<file path="src/rtl/assert_macros.svh">
// Assertion macros shared by the RTL files that carry checks.
// No dependencies; included by the top level.
`ifndef ASSERT_MACROS_SVH
`define ASSERT_MACROS_SVH
// Same-cycle implication, disabled while reset is asserted.
`define LOBM_CHK_NOW(label, clk, rst_n, ante, cons, msg) \
    label: assert property (@(posedge clk) disable iff (!rst_n) (ante) |-> (cons)) \
        else $error(msg);
// Next-cycle implication, disabled while reset is asserted.
`define LOBM_CHK_NEXT(label, clk, rst_n, ante, cons, msg) \
    label: assert property (@(posedge clk) disable iff (!rst_n) (ante) |=> (cons)) \
        else $error(msg);
`endif

</file>
<file path="src/rtl/lobm_pkg.sv">
// Shared types, constants and helpers of the limit order book matcher.
// No dependencies; used by lobm_ctrl, lobm_dp and the top level.
package lobm_pkg;

    localparam int PW   = 16;   // price width
    localparam int QW   = 20;   // order quantity width
    localparam int TMW  = 32;   // arrival time width
    localparam int OQW  = 25;   // reported quantity width
    localparam logic [OQW-1:0] QMAX = '1;

    // One resting order as it sits in book memory.
    typedef struct packed {
        logic [PW-1:0]  price;
        logic [QW-1:0]  qty;
        logic [TMW-1:0] tm;
    } t_entry;

    // One result transaction.
    typedef struct packed {
        logic [PW-1:0]  ask_px;
        logic [OQW-1:0] ask_qty;
        logic           ask_valid;
        logic [PW-1:0]  bid_px;
        logic [OQW-1:0] bid_qty;
        logic           bid_valid;
        logic [PW-1:0]  fill_px;
        logic [OQW-1:0] fill_qty;
        logic           fill_valid;
        logic           short_fill;
        logic           book_full;
        logic           last;
    } t_result;

    typedef enum logic [4:0] {
        S_IDLE, S_DISPATCH, S_SW_CHK, S_SW_RD, S_SW_TAKE, S_SW_NEXT, S_SW_NEXT2,
        S_SW_EMIT, S_SW_END, S_LV_INIT, S_LV_RD, S_LV_EV, S_LV_END, S_RS_START,
        S_RS_RD, S_RS_EV, S_SH_CHK, S_SH_WR, S_INS, S_RS_EMIT, S_FINISH
    } t_state;

    typedef enum logic [4:0] {
        OP_NONE, OP_LOAD, OP_RD_HEAD, OP_TAKE, OP_RD_J, OP_LV_INIT, OP_LV_STEP,
        OP_LV_SET, OP_RS_INIT, OP_RS_FOUND, OP_J_INC, OP_SH_RD, OP_SH_WR, OP_INS,
        OP_EMIT_FILL, OP_EMIT_QUOTE, OP_EMIT_FULL, OP_FLUSH
    } t_op;

    // Command from the controller: operation and book select (1 = own side).
    typedef struct packed {
        t_op  op;
        logic own;
    } t_cmd;

    // Status from the datapath.
    typedef struct packed {
        logic qzero;
        logic market;
        logic rem_zero;
        logic sw_go;
        logic removed;
        logic opp_empty;
        logic same_price;
        logic acc_nz;
        logic own_full;
        logic found;
        logic j_eq_pos;
        logic lv_more;
        logic bcast;
    } t_stat;

    // True when price a is strictly better than b on side s (1 bid, 0 ask).
    function automatic logic better(input logic s, input logic [PW-1:0] a,
                                    input logic [PW-1:0] b);
        return s ? (a > b) : (a < b);
    endfunction

endpackage

</file>
<file path="src/rtl/limit_order_book_matcher.sv">
// Limit order book matcher for one instrument, price-time priority.
// An order is taken when start is high and busy is low. Each result
// transaction appears for exactly one cycle with o_strobe high and cannot be
// held off; o_last marks the final result of an order. Busy stays high
// while the order sweeps the opposite side, rescans any emptied price level
// and rests or drops its remainder; the single book-memory port, used at
// most once per cycle, paces this work. Each result is registered out in
// the cycle after the next one is formed, or after the order's final state.
// No clearing pass is needed.
// Depends on lobm_pkg, lobm_ctrl, lobm_dp and assert_macros.svh.
`include "assert_macros.svh"
module limit_order_book_matcher #(
    parameter int BOOK_DEPTH = 32
) (
    input  logic                          i_clk,
    input  logic                          i_rst_n,
    input  logic                          start,
    output logic                          busy,
    input  logic                          i_command,
    input  logic                          i_side,
    input  logic [lobm_pkg::PW-1:0]       i_limit_price,
    input  logic [lobm_pkg::QW-1:0]       i_order_quantity,
    input  logic [lobm_pkg::TMW-1:0]      i_arrival_time,
    output logic                          o_strobe,
    output logic [lobm_pkg::PW-1:0]       o_ask_price,
    output logic [lobm_pkg::OQW-1:0]      o_ask_quantity,
    output logic                          o_ask_valid,
    output logic [lobm_pkg::PW-1:0]       o_bid_price,
    output logic [lobm_pkg::OQW-1:0]      o_bid_quantity,
    output logic                          o_bid_valid,
    output logic [lobm_pkg::PW-1:0]       o_fill_price,
    output logic [lobm_pkg::OQW-1:0]      o_fill_quantity,
    output logic                          o_fill_valid,
    output logic                          o_short_fill,
    output logic                          o_book_full,
    output logic                          o_last
);

    lobm_pkg::t_cmd    s_cmd;
    lobm_pkg::t_stat   s_stat;
    lobm_pkg::t_result s_res;

    // Controller.
    lobm_ctrl u_ctrl (
        .i_clk   (i_clk),
        .i_rst_n (i_rst_n),
        .i_start (start),
        .i_stat  (s_stat),
        .o_cmd   (s_cmd),
        .o_busy  (busy)
    );

    // Datapath.
    lobm_dp #(.BOOK_DEPTH(BOOK_DEPTH)) u_dp (
        .i_clk            (i_clk),
        .i_rst_n          (i_rst_n),
        .i_cmd            (s_cmd),
        .i_command        (i_command),
        .i_side           (i_side),
        .i_limit_price    (i_limit_price),
        .i_order_quantity (i_order_quantity),
        .i_arrival_time   (i_arrival_time),
        .o_stat           (s_stat),
        .o_result         (s_res),
        .o_strobe         (o_strobe)
    );

    // Result fields.
    assign o_ask_price     = s_res.ask_px;
    assign o_ask_quantity  = s_res.ask_qty;
    assign o_ask_valid     = s_res.ask_valid;
    assign o_bid_price     = s_res.bid_px;
    assign o_bid_quantity  = s_res.bid_qty;
    assign o_bid_valid     = s_res.bid_valid;
    assign o_fill_price    = s_res.fill_px;
    assign o_fill_quantity = s_res.fill_qty;
    assign o_fill_valid    = s_res.fill_valid;
    assign o_short_fill    = s_res.short_fill;
    assign o_book_full     = s_res.book_full;
    assign o_last          = s_res.last;

    // Checks on the block's own logic.
    `LOBM_CHK_NEXT(a_accept_busy, i_clk, i_rst_n, start && !busy, busy, "busy not raised")
    `LOBM_CHK_NOW(a_idle_last, i_clk, i_rst_n, o_strobe && !busy, o_last, "idle result not last")
    `LOBM_CHK_NOW(a_fill_nz, i_clk, i_rst_n, o_strobe && o_fill_valid, o_fill_quantity != '0, "zero fill")
    `LOBM_CHK_NOW(a_full_last, i_clk, i_rst_n, o_strobe && o_book_full, o_last && !o_fill_valid, "bad full")

endmodule

</file>
<file path="src/rtl/lobm_ctrl.sv">
// Controller state machine of the limit order book matcher.
// Depends on lobm_pkg; drives lobm_dp through command and status structs.
module lobm_ctrl (
    input  logic            i_clk,
    input  logic            i_rst_n,
    input  logic            i_start,
    input  lobm_pkg::t_stat i_stat,
    output lobm_pkg::t_cmd  o_cmd,
    output logic            o_busy
);

    lobm_pkg::t_state r_state, n_state;
    logic             r_ph, n_ph;   // level scan return: 0 sweep, 1 rest

    // State and phase registers.
    always_ff @(posedge i_clk) begin
        if (!i_rst_n) begin
            r_state <= lobm_pkg::S_IDLE;
            r_ph    <= 1'b0;
        end else begin
            r_state <= n_state;
            r_ph    <= n_ph;
        end
    end

    // Next-state logic.
    always_comb begin
        n_state = r_state;
        n_ph    = r_ph;
        case (r_state)
            lobm_pkg::S_IDLE: begin
                if (i_start) n_state = lobm_pkg::S_DISPATCH;
            end
            lobm_pkg::S_DISPATCH: begin
                if (i_stat.qzero) n_state = lobm_pkg::S_FINISH;
                else if (i_stat.market && i_stat.rem_zero) n_state = lobm_pkg::S_FINISH;
                else n_state = lobm_pkg::S_SW_CHK;
            end
            lobm_pkg::S_SW_CHK: begin
                n_state = i_stat.sw_go ? lobm_pkg::S_SW_RD : lobm_pkg::S_SW_END;
            end
            lobm_pkg::S_SW_RD: n_state = lobm_pkg::S_SW_TAKE;
            lobm_pkg::S_SW_TAKE: begin
                n_state = i_stat.removed ? lobm_pkg::S_SW_NEXT : lobm_pkg::S_SW_CHK;
            end
            lobm_pkg::S_SW_NEXT: begin
                n_state = i_stat.opp_empty ? lobm_pkg::S_SW_EMIT : lobm_pkg::S_SW_NEXT2;
            end
            lobm_pkg::S_SW_NEXT2: begin
                if (i_stat.same_price) begin
                    n_state = lobm_pkg::S_SW_CHK;
                end else begin
                    n_state = lobm_pkg::S_LV_INIT;
                    n_ph    = 1'b0;
                end
            end
            lobm_pkg::S_SW_EMIT: n_state = lobm_pkg::S_SW_CHK;
            lobm_pkg::S_SW_END: begin
                if (i_stat.market || i_stat.rem_zero) n_state = lobm_pkg::S_FINISH;
                else n_state = lobm_pkg::S_RS_START;
            end
            lobm_pkg::S_LV_INIT: n_state = lobm_pkg::S_LV_RD;
            lobm_pkg::S_LV_RD:   n_state = lobm_pkg::S_LV_EV;
            lobm_pkg::S_LV_EV: begin
                n_state = i_stat.lv_more ? lobm_pkg::S_LV_RD : lobm_pkg::S_LV_END;
            end
            lobm_pkg::S_LV_END: begin
                n_state = r_ph ? lobm_pkg::S_RS_EMIT : lobm_pkg::S_SW_EMIT;
            end
            lobm_pkg::S_RS_START: begin
                n_state = i_stat.own_full ? lobm_pkg::S_FINISH : lobm_pkg::S_RS_RD;
            end
            lobm_pkg::S_RS_RD: n_state = lobm_pkg::S_RS_EV;
            lobm_pkg::S_RS_EV: begin
                n_state = i_stat.found ? lobm_pkg::S_SH_CHK : lobm_pkg::S_RS_RD;
            end
            lobm_pkg::S_SH_CHK: begin
                n_state = i_stat.j_eq_pos ? lobm_pkg::S_INS : lobm_pkg::S_SH_WR;
            end
            lobm_pkg::S_SH_WR: n_state = lobm_pkg::S_SH_CHK;
            lobm_pkg::S_INS: begin
                n_state = lobm_pkg::S_LV_INIT;
                n_ph    = 1'b1;
            end
            lobm_pkg::S_RS_EMIT: n_state = lobm_pkg::S_FINISH;
            lobm_pkg::S_FINISH:  n_state = lobm_pkg::S_IDLE;
            default:             n_state = lobm_pkg::S_IDLE;
        endcase
    end

    // Command outputs.
    always_comb begin
        o_cmd.op  = lobm_pkg::OP_NONE;
        o_cmd.own = 1'b0;
        case (r_state)
            lobm_pkg::S_IDLE: begin
                if (i_start) o_cmd.op = lobm_pkg::OP_LOAD;
            end
            lobm_pkg::S_DISPATCH: begin
                if (!i_stat.qzero && i_stat.market && i_stat.rem_zero)
                    o_cmd.op = lobm_pkg::OP_EMIT_QUOTE;
            end
            lobm_pkg::S_SW_RD:   o_cmd.op = lobm_pkg::OP_RD_HEAD;
            lobm_pkg::S_SW_TAKE: o_cmd.op = lobm_pkg::OP_TAKE;
            lobm_pkg::S_SW_NEXT: begin
                if (!i_stat.opp_empty) o_cmd.op = lobm_pkg::OP_RD_HEAD;
            end
            lobm_pkg::S_SW_EMIT: o_cmd.op = lobm_pkg::OP_EMIT_FILL;
            lobm_pkg::S_SW_END: begin
                if (i_stat.acc_nz) o_cmd.op = lobm_pkg::OP_EMIT_FILL;
            end
            lobm_pkg::S_LV_INIT: begin
                o_cmd.op  = lobm_pkg::OP_LV_INIT;
                o_cmd.own = r_ph;
            end
            lobm_pkg::S_LV_RD: begin
                o_cmd.op  = lobm_pkg::OP_RD_J;
                o_cmd.own = r_ph;
            end
            lobm_pkg::S_LV_EV:  o_cmd.op = lobm_pkg::OP_LV_STEP;
            lobm_pkg::S_LV_END: o_cmd.op = lobm_pkg::OP_LV_SET;
            lobm_pkg::S_RS_START: begin
                o_cmd.own = 1'b1;
                o_cmd.op  = i_stat.own_full ? lobm_pkg::OP_EMIT_FULL : lobm_pkg::OP_RS_INIT;
            end
            lobm_pkg::S_RS_RD: begin
                o_cmd.op  = lobm_pkg::OP_RD_J;
                o_cmd.own = 1'b1;
            end
            lobm_pkg::S_RS_EV: begin
                o_cmd.op = i_stat.found ? lobm_pkg::OP_RS_FOUND : lobm_pkg::OP_J_INC;
            end
            lobm_pkg::S_SH_CHK: begin
                o_cmd.own = 1'b1;
                if (!i_stat.j_eq_pos) o_cmd.op = lobm_pkg::OP_SH_RD;
            end
            lobm_pkg::S_SH_WR: begin
                o_cmd.op  = lobm_pkg::OP_SH_WR;
                o_cmd.own = 1'b1;
            end
            lobm_pkg::S_INS: begin
                o_cmd.op  = lobm_pkg::OP_INS;
                o_cmd.own = 1'b1;
            end
            lobm_pkg::S_RS_EMIT: begin
                if (i_stat.bcast) o_cmd.op = lobm_pkg::OP_EMIT_QUOTE;
            end
            lobm_pkg::S_FINISH: o_cmd.op = lobm_pkg::OP_FLUSH;
            default:            o_cmd.op = lobm_pkg::OP_NONE;
        endcase
    end

    assign o_busy = (r_state != lobm_pkg::S_IDLE);

endmodule

</file>
<file path="src/rtl/lobm_dp.sv">
// Datapath of the limit order book matcher: book memory, per-side
// registers, order registers and the result pipeline. Depends on lobm_pkg.
module lobm_dp #(
    parameter int BOOK_DEPTH = 32
) (
    input  logic                          i_clk,
    input  logic                          i_rst_n,
    input  lobm_pkg::t_cmd                i_cmd,
    input  logic                          i_command,
    input  logic                          i_side,
    input  logic [lobm_pkg::PW-1:0]       i_limit_price,
    input  logic [lobm_pkg::QW-1:0]       i_order_quantity,
    input  logic [lobm_pkg::TMW-1:0]      i_arrival_time,
    output lobm_pkg::t_stat               o_stat,
    output lobm_pkg::t_result             o_result,
    output logic                          o_strobe
);

    localparam int AW  = $clog2(BOOK_DEPTH);
    localparam int CNW = AW + 1;
    localparam int TW  = lobm_pkg::QW + AW;
    localparam int CW  = (TW > lobm_pkg::OQW) ? TW : lobm_pkg::OQW;
    localparam logic [CNW-1:0] DEPTH_C = CNW'(BOOK_DEPTH);

    // Book memory: both sides, each a circular buffer in priority order.
    lobm_pkg::t_entry r_mem [0:(2 << AW)-1];
    lobm_pkg::t_entry r_rd;

    // Per-side book registers (index 0 ask, 1 bid).
    logic [AW-1:0]            r_head [2];
    logic [CNW-1:0]           r_cnt  [2];
    logic [TW-1:0]            r_tot  [2];
    logic [TW-1:0]            r_lvl  [2];
    logic [lobm_pkg::PW-1:0]  r_bp   [2];

    // Order and working registers.
    logic                     r_cmd, r_side, r_qzero, r_sf, r_lsd, r_wv;
    logic [lobm_pkg::PW-1:0]  r_lim, r_fp, r_sbp, r_wb;
    logic [lobm_pkg::QW-1:0]  r_rem, r_acc;
    logic [lobm_pkg::TMW-1:0] r_tm;
    logic [CNW-1:0]           r_j, r_pos;
    logic [TW-1:0]            r_sacc;

    // Result pipeline: one result held back so the final one can carry last.
    lobm_pkg::t_result        r_pend, r_out;
    logic                     r_pend_v, r_out_v;

    logic                     s_sel, s_opp, s_rd_en, s_wr_en, s_emit;
    logic [CNW-1:0]           s_off, s_sum;
    logic [AW:0]              s_addr;
    logic [lobm_pkg::QW-1:0]  s_take;
    lobm_pkg::t_entry         s_wdata;
    lobm_pkg::t_result        s_res, s_last;

    function automatic logic [lobm_pkg::OQW-1:0] sat_q(input logic [TW-1:0] v);
        return (CW'(v) > CW'(lobm_pkg::QMAX)) ? lobm_pkg::QMAX : lobm_pkg::OQW'(v);
    endfunction

    assign s_opp = ~r_side;

    // Memory address: head of the selected side plus an offset, wrapped.
    always_comb begin
        s_sel = i_cmd.own ? r_side : s_opp;
        case (i_cmd.op)
            lobm_pkg::OP_SH_RD:                    s_off = r_j - CNW'(1);
            lobm_pkg::OP_INS:                      s_off = r_pos;
            lobm_pkg::OP_RD_HEAD, lobm_pkg::OP_TAKE: s_off = '0;
            default:                               s_off = r_j;
        endcase
        s_sum = CNW'(r_head[s_sel]) + s_off;
        if (s_sum >= DEPTH_C) s_sum = s_sum - DEPTH_C;
        s_addr = {s_sel, s_sum[AW-1:0]};
    end

    // Fill amount at the head and memory write data.
    always_comb begin
        s_take  = (r_rd.qty <= r_rem) ? r_rd.qty : r_rem;
        s_rd_en = (i_cmd.op == lobm_pkg::OP_RD_HEAD) || (i_cmd.op == lobm_pkg::OP_RD_J) ||
                  (i_cmd.op == lobm_pkg::OP_SH_RD);
        s_wr_en = 1'b0;
        s_wdata = r_rd;
        case (i_cmd.op)
            lobm_pkg::OP_TAKE: begin
                s_wr_en      = !(r_rd.qty <= r_rem);
                s_wdata.qty  = r_rd.qty - r_rem;
            end
            lobm_pkg::OP_SH_WR: s_wr_en = 1'b1;
            lobm_pkg::OP_INS: begin
                s_wr_en = 1'b1;
                s_wdata = '{price: r_lim, qty: r_rem, tm: r_tm};
            end
            default: s_wr_en = 1'b0;
        endcase
    end

    // Book memory port: one write or one registered read per cycle.
    always_ff @(posedge i_clk) begin
        if (s_wr_en) r_mem[s_addr] <= s_wdata;
        if (s_rd_en) r_rd <= r_mem[s_addr];
    end

    // Result built from the current quotes, and the held result marked last.
    always_comb begin
        s_res = '0;
        s_res.ask_valid  = (r_cnt[0] != '0);
        s_res.ask_px     = s_res.ask_valid ? r_bp[0] : '0;
        s_res.ask_qty    = s_res.ask_valid ? sat_q(r_lvl[0]) : '0;
        s_res.bid_valid  = (r_cnt[1] != '0);
        s_res.bid_px     = s_res.bid_valid ? r_bp[1] : '0;
        s_res.bid_qty    = s_res.bid_valid ? sat_q(r_lvl[1]) : '0;
        s_res.short_fill = r_sf;
        s_res.book_full  = (i_cmd.op == lobm_pkg::OP_EMIT_FULL);
        if (i_cmd.op == lobm_pkg::OP_EMIT_FILL) begin
            s_res.fill_valid = 1'b1;
            s_res.fill_px    = r_fp;
            s_res.fill_qty   = lobm_pkg::OQW'(r_acc);
        end
        s_emit = (i_cmd.op == lobm_pkg::OP_EMIT_FILL) ||
                 (i_cmd.op == lobm_pkg::OP_EMIT_QUOTE) ||
                 (i_cmd.op == lobm_pkg::OP_EMIT_FULL);
        s_last      = r_pend;
        s_last.last = 1'b1;
    end

    // Book registers and sequencing registers.
    always_ff @(posedge i_clk) begin
        if (!i_rst_n) begin
            for (int k = 0; k < 2; k++) begin
                r_head[k] <= '0;
                r_cnt[k]  <= '0;
                r_tot[k]  <= '0;
                r_lvl[k]  <= '0;
                r_bp[k]   <= '0;
            end
            r_sf <= 1'b0;
        end else begin
            case (i_cmd.op)
                lobm_pkg::OP_LOAD: begin
                    r_cmd   <= i_command;
                    r_side  <= i_side;
                    r_lim   <= i_limit_price;
                    r_tm    <= i_arrival_time;
                    r_acc   <= '0;
                    r_qzero <= (i_order_quantity == '0);
                    if (i_command && (CW'(i_order_quantity) > CW'(r_tot[~i_side]))) begin
                        r_sf  <= 1'b1;
                        r_rem <= lobm_pkg::QW'(r_tot[~i_side]);
                    end else begin
                        r_sf  <= 1'b0;
                        r_rem <= i_order_quantity;
                    end
                end
                lobm_pkg::OP_TAKE: begin
                    r_rem        <= r_rem - s_take;
                    r_acc        <= r_acc + s_take;
                    r_fp         <= r_rd.price;
                    r_tot[s_opp] <= r_tot[s_opp] - TW'(s_take);
                    r_lvl[s_opp] <= r_lvl[s_opp] - TW'(s_take);
                    if (r_rd.qty <= r_rem) begin
                        r_head[s_opp] <= (r_head[s_opp] == AW'(BOOK_DEPTH - 1)) ?
                                         '0 : r_head[s_opp] + AW'(1);
                        r_cnt[s_opp]  <= r_cnt[s_opp] - CNW'(1);
                    end
                end
                lobm_pkg::OP_LV_INIT: begin
                    r_lsd  <= s_sel;
                    r_j    <= '0;
                    r_sacc <= '0;
                    r_sbp  <= '0;
                end
                lobm_pkg::OP_LV_STEP: begin
                    if (o_stat.lv_more) begin
                        r_sacc <= r_sacc + TW'(r_rd.qty);
                        if (r_j == '0) r_sbp <= r_rd.price;
                        r_j <= r_j + CNW'(1);
                    end
                end
                lobm_pkg::OP_LV_SET: begin
                    r_lvl[r_lsd] <= r_sacc;
                    r_bp[r_lsd]  <= r_sbp;
                end
                lobm_pkg::OP_RS_INIT: begin
                    r_j  <= '0;
                    r_wv <= (r_cnt[r_side] != '0);
                    r_wb <= r_bp[r_side];
                end
                lobm_pkg::OP_RS_FOUND: begin
                    r_pos <= r_j;
                    r_j   <= r_cnt[r_side];
                end
                lobm_pkg::OP_J_INC: r_j <= r_j + CNW'(1);
                lobm_pkg::OP_SH_WR: r_j <= r_j - CNW'(1);
                lobm_pkg::OP_INS: begin
                    r_cnt[r_side] <= r_cnt[r_side] + CNW'(1);
                    r_tot[r_side] <= r_tot[r_side] + TW'(r_rem);
                end
                lobm_pkg::OP_EMIT_FILL: r_acc <= '0;
                default: ;
            endcase
        end
    end

    // Result transactions: the previous result goes out when a new one is
    // made; the held one goes out marked last when the order finishes.
    always_ff @(posedge i_clk) begin
        if (!i_rst_n) begin
            r_pend_v <= 1'b0;
            r_out_v  <= 1'b0;
        end else begin
            r_out_v <= 1'b0;
            if (s_emit) begin
                if (r_pend_v) begin
                    r_out   <= r_pend;
                    r_out_v <= 1'b1;
                end
                r_pend   <= s_res;
                r_pend_v <= 1'b1;
            end else if (i_cmd.op == lobm_pkg::OP_FLUSH && r_pend_v) begin
                r_out    <= s_last;
                r_out_v  <= 1'b1;
                r_pend_v <= 1'b0;
            end
        end
    end

    // Status to the controller.
    always_comb begin
        o_stat.qzero      = r_qzero;
        o_stat.market     = r_cmd;
        o_stat.rem_zero   = (r_rem == '0);
        o_stat.sw_go      = (r_rem != '0) && (r_cnt[s_opp] != '0) &&
                            (r_cmd || !lobm_pkg::better(s_opp, r_lim, r_bp[s_opp]));
        o_stat.removed    = (r_rd.qty <= r_rem);
        o_stat.opp_empty  = (r_cnt[s_opp] == '0);
        o_stat.same_price = (r_rd.price == r_fp);
        o_stat.acc_nz     = (r_acc != '0);
        o_stat.own_full   = (r_cnt[r_side] == DEPTH_C);
        o_stat.found      = (r_j == r_cnt[r_side]) ||
                            lobm_pkg::better(r_side, r_lim, r_rd.price) ||
                            ((r_rd.price == r_lim) && (r_rd.tm > r_tm));
        o_stat.j_eq_pos   = (r_j == r_pos);
        o_stat.lv_more    = (r_j < r_cnt[r_lsd]) && ((r_j == '0) || (r_rd.price == r_sbp));
        o_stat.bcast      = !r_wv || !lobm_pkg::better(r_side, r_wb, r_lim);
    end

    assign o_result = r_out;
    assign o_strobe = r_out_v;

endmodule
</file>
<file path="config.mk">
export PLATFORM = sky130hd
export DESIGN_NAME = limit_order_book_matcher
export DESIGN_NICKNAME = d
export VERILOG_FILES = /design/src/rtl/lobm_pkg.sv /design/src/rtl/limit_order_book_matcher.sv /design/src/rtl/lobm_ctrl.sv /design/src/rtl/lobm_dp.sv
export VERILOG_INCLUDE_DIRS = /design/src /design/src/rtl
export SDC_FILE = /design/constraint.sdc
export NUM_CORES = 2
export LEC_CHECK = 0
export ABC_AREA = 1
export ABC_CLOCK_PERIOD_IN_PS = 8200
export BUFFER_PORTS_ARGS = -buffer_cell sky130_fd_sc_hd__buf_2
export CORE_MARGIN = 2
export CORE_UTILIZATION = 35
export CTS_CLUSTER_DIAMETER = 60
export DETAILED_ROUTE_END_ITERATION = 10
export MAX_ROUTING_LAYER = met4
export PLACE_DENSITY_LB_ADDON = 0.15
export SETUP_SLACK_MARGIN = 0.05
export SLEW_MARGIN = 20
export SYNTH_ARGS = -nofsm -noshare
export SYNTH_HDL_FRONTEND = slang
export SYNTH_HIERARCHICAL = 1
export SYNTH_MEMORY_MAX_BITS = 65536
export SYNTH_SLANG_ARGS = --single-unit
</file>
<file path="constraint.sdc">
create_clock -name i_clk -period 8.2 [get_ports i_clk]
set_clock_uncertainty 0.2 [all_clocks]
set_input_delay 0.82 -clock i_clk [delete_from_list [all_inputs] [get_ports i_clk]]
set_output_delay 0.82 -clock i_clk [all_outputs]
set_load 0.005 [all_outputs]
</file>
Word-level counts from Yosys, hierarchy flattened
Memories as Yosys holds them, arrays and structs flattened. A register that Yosys moved wholly into a read port is not among the register bits.
Cells that the tools add are included.
W data, S select, Z words.

storage, ports and cells
  register bits = 396
  RAM bits = 4506
  input bits = 73
  output and inout bits = 131
  word-level logic and storage cells = 300
  memories = 6

memory list
  name         depth  bits a word  read ports  clocked after memory_dff  write ports  line           source
  u_dp.r_mem   64     68           1           1                         1            lobm_dp.sv:26  lobm_pkg::t_entry r_mem [0:(2 << AW)-1];
  u_dp.r_lvl   2      25           3           0                         2            lobm_dp.sv:33  logic [TW-1:0] r_lvl [2];
  u_dp.r_tot   2      25           3           1                         2            lobm_dp.sv:32  logic [TW-1:0] r_tot [2];
  u_dp.r_bp    2      16           4           3                         2            lobm_dp.sv:34  logic [lobm_pkg::PW-1:0] r_bp [2];
  u_dp.r_cnt   2      6            5           2                         2            lobm_dp.sv:31  logic [CNW-1:0] r_cnt [2];
  u_dp.r_head  2      5            2           0                         2            lobm_dp.sv:30  logic [AW-1:0] r_head [2];

operators by class
  add/sub/neg operators = 14
  order comparisons = 13
  equal/unequal tests = 49
  multiplexer cells = 103
  bitwise gates (word level) = 2
  reduce and logical (&&, ||, !) cells = 72

operators by type and width
  operator                number
  $mux W129               3
  $mux W25                7
  $pmux W20 S2            3
  $pmux W5 S20            1
  $reduce_or A25 Y1       4
  $pmux W5 S18            1
  $eq A5 B4 Y1 const B    16
  $mux W16                4
  $mux W5                 11
  $add A25 B20 Y25        2
  $gt A25 B25 Y1 const B  2
  $pmux W25 S2            1
  $sub A25 B20 Y25        2
  $mux W1                 49
  $eq A16 B16 Y1          3
  $gt A16 B16 Y1          3
  $lt A16 B16 Y1          3
  $eq A5 B3 Y1 const B    8
  $eq A5 B5 Y1 const B    8
  $logic_not A20 Y1       2
  $mux W20                2
  $reduce_bool A20 Y1     2
  $sub A20 B20 Y20        2
  $gt A32 B32 Y1          1
  other kinds (41)        113

Longest topological paths before layout
  depth in word-level cells = 13
  depth in mapped cells = 41
  mapped depth without buffers = 40

Hierarchy
The synthesis kept the hierarchy.

by module, submodules not included
  module     instances  cells an instance  area each (sq um)  seq. area each (sq um)
  lobm_dp    1          13532              195854.1           150214.1
  lobm_ctrl  1          154                777.0              120.1

Worst setup path after synthesis
Ideal clock, no wire load.

  kind = register -> register
  start point = register u_dp.r_side
  end point = memory u_dp/r_mem[20][0] in the netlist's numbering, enable pin
  setup time = 495 ps
  arrival time = 8373 ps
  setup slack = -868 ps
  stages on the path, launching flop included = 28
  path buffers = 9
  period minus slack after synthesis = 9068 ps
  path through = edfxtp_1 buf_2 clkbuf_1 clkbuf_1 clkbuf_1 clkbuf_1 nand3b_1 o2111ai_1 nor3_1 nor3b_1 nand3_1 nor2_1 inv_1 nor2_1 clkbuf_1 a221oi_1 a21oi_1 ha_1 inv_1 fa_1 xnor2_1 nand3_1 inv_2 clkbuf_1 clkbuf_1 buf_2 nand2_1 nor2_1

RTL lines
  element                   line            source
  start: declaration        lobm_dp.sv:37   logic r_cmd, r_side, r_qzero, r_sf, r_lsd, r_wv;
  start signal: assignment  lobm_dp.sv:140  r_side <= i_side;
  end: declaration          lobm_dp.sv:26

==> flow_summary.yaml <==
global_route:
  grt_pass1_vias: 125000
  antenna_found_initial: 33
  overflow: 0
  grt_max_degree: 124
  grt_pass1_wl_um: 1020000
  grt_usage: 0.262
timing:
  final_max_slew_viol_count: 0
  period_needed_ns: 7.83
  setup_tns_ns: 0
  tightest_slew_ns: 1.19
  period_share: 0.955
  slew_headroom: 0.206
  rsz0062_at_grt: "true"
  max_freq_mhz: 128
  setup_violations: 0
  final-hold-violation-count: 0
setup_path:
  critical-path-top-delay-family: "simple AND/OR/NAND/NOR gates"
  crit_type: "flop to flop"
  cp_num_buf_inv: 12
  crit_top_cell: "buf_4"
  crit_cells: 37
  path_max_fanout: 23
  end_kind: "flop"
  critical-path-max-stage-delay_ns: 0.54
  cp-start-kind: "flop"
  arrival_ns: 8.45
  r2r_cells: 37
  slowest_stage: "a221oi_1"
  cp.required_ns: 8.82
finish:
  final_common_cell: "edfxtp_1"
  nNetsFinal: 15900
  layout_common_cells: "4,999 x edfxtp_1, 2,906 x nand2_1, 1,139 x buf_4"
  final_util: 0.436
  syn2layout_area_growth_pct: 24.3
  drive_above_1_share: 0.186
clock_tree:
  clockBufferDepth: 4
  cts.reportedPaths.clkPinSlew_ns: 0.06
  clock_sinks: 5010
  clk_latency_ns: 1.10
  cts_tree: "done"
  htree_num_levels: 6
  cts_root_buf: "clkbuf_16"
  numCtsBuffers: 561
die:
  ios: 204
  coreArea_mm2: 0.560
  fp.dieH_um: 754
  die_area_mm2: 0.568
  initial_utilization: 0.351
  dieWidth_um: 754
  rows: 275
hold_path:
  hold_depth: 3
  hold_path.class: "primary input to flop"
placement:
  gp_congestion: 0.902
  hpwl_um: 506000
  portBuffers: 198
synthesis:
  synth_cell_types: 70
  synth-seq-cells: 5010
  ys_seq_area_frac: 0.765
  synth-edff-count: 4999
  syn_area_per_cell_um2: 14.4
  ys_warn_count: 6
  syn_inst: 13700
  syn_area_mm2: 0.197
  dominantRegCellSynth: "edfxtp_1"
  async_flop_share: 0
drt:
  drc: 0
  firstDrtPassIters: 6
  drt_wl_total_um: 745000
  viasPerCell: 5.54
  drt_iter0_markers: 15700
  ant_nets: 0
  post_drt_wl_per_cell_um: 31.7
  via_count: 130000
outcome:
  outcome: "finished clean"
run:
  cap_viol_max_count: 0
worst reg2reg max path, delay by kind of cell (launching register included):
kind                       cells  cell delay (ns)
AOI/OAI and AO/OA              6             1.48
DFF                            1             0.47
adders and majority gates      3             1.05
and+or+nand+nor               16             2.48
buffers and inverters         12             1.91
registers in the layout (all words and copies together) (netlist names), 10 cells and up, named ones only:
signal / flops
u_dp/r_rd: 68
u_dp/r_cnt: 12
u_dp/r_rem: 20
u_dp/r_mem: 4352
u_dp/r_tot: 50
u_dp/o_result: 124
u_dp/r_bp: 32
u_dp/r_acc: 20
u_dp/r_head: 10
u_dp/r_lim: 16
u_dp/r_tm: 32
u_dp/r_pend: 123
u_dp/r_sacc: 25
u_dp/r_lvl: 50
u_dp/r_fp: 16
u_dp/r_wb: 16
u_dp/r_sbp: 16
path summary, 6_finish.rpt:
kind | start | endpoint | slack [ns]
max reg2reg | u_dp/r_rd[31]$_DFFE_PP_ | u_dp/r_rd[48]$_DFFE_PP_ | 0.37
min reg2reg | u_dp/r_pend[96]$_SDFFCE_PN0P_ | u_dp/o_result[96]$_DFFE_PP_ | 0.19
max | u_dp/r_rd[31]$_DFFE_PP_ | u_dp/r_rd[48]$_DFFE_PP_ | 0.37
min | i_rst_n | u_dp/r_sf$_SDFFE_PN0N_ | 0.08
cells in the mapped netlist, types with 31 or more instances:
library cell	number	area, um2
xor2_1	43	377
a31oi_1	114	713
nand3_1	243	1220
nor2_1	472	1770
ha_1	238	2980
nor4_1	42	263
nand4_1	469	2930
o21ai_0	385	1930
inv_1	694	2610
nor3_1	43	215
or2_2	35	219
clkbuf_1	480	1800
edfxtp_1	4999	150000
a21oi_1	398	1990
buf_2	59	295
inv_2	36	135
a41oi_1	66	578
buf_1	99	372
nand2_1	2907	10900
a22oi_1	738	5540
a221oi_1	566	4960
a22o_1	192	1680
nand2_2	31	194
xnor2_1	34	298
metal layers:
metal | track usage | wire length [um]
met1 | 0.367 | 326000
met2 | 0.412 | 348000
met3 | 0.0287 | 50900
met4 | 0.0613 | 19600
met5 | - | 0
stage by stage:
stage | worst slack [ns] | hold WS, ns | instances | instance area [um2]
after floorplan | -0.868 | 0.200 | 13700 | 197000
after global placement | -1.46 | 0.201 | 22400 | 226000
after detailed placement | -1.22 | 0.205 | 22400 | 226000
after CTS | 0.100 | 0.00300 | 23500 | 244000
after global routing | 0.0254 | 0.0820 | 23500 | 244000
final | 0.371 | 0.0763 | 23500 | 244000
repair_timing:
item	in CTS	in global routing
endpoints found under the hold margin	50	0
resized for setup	6	19
buffers inserted	2	1
pin swaps	1	0
endpoints found under the setup margin	4420	2052
hold buffers	50	0
final cells by class:
class | count | area, um2
inverter | 743 | 2890
fill | 50600 | 316000
clock inverter | 304 | 3030
clock buffer | 691 | 14600
multi-input combinational | 7288 | 42500
tap | 7479 | 9360
sequential | 5010 | 150000
timing repair buffer | 1961 | 21600
antenna | 19 | 47.5
logic make-up (layout without fill, tap and decap cells):
group                    after synthesis  in the layout  share of synthesized area
other                                  1             24                  0.0000191
buffers and inverters               1392           3699                     0.0273
AND/OR/NAND/NOR                     4313           4313                     0.0930
adder cells (fa/ha/maj)              246            246                     0.0160
XOR/XNOR                              77             77                    0.00343
flip-flops                          5010           5010                      0.765
AO/OA/AOI/OAI                       2641           2641                     0.0955
multiplexers                           6              6                   0.000305
Power is left out: the tool's default activity adds up to more than one toggle a clock period on the data nets, which glitch-free logic cannot reach.
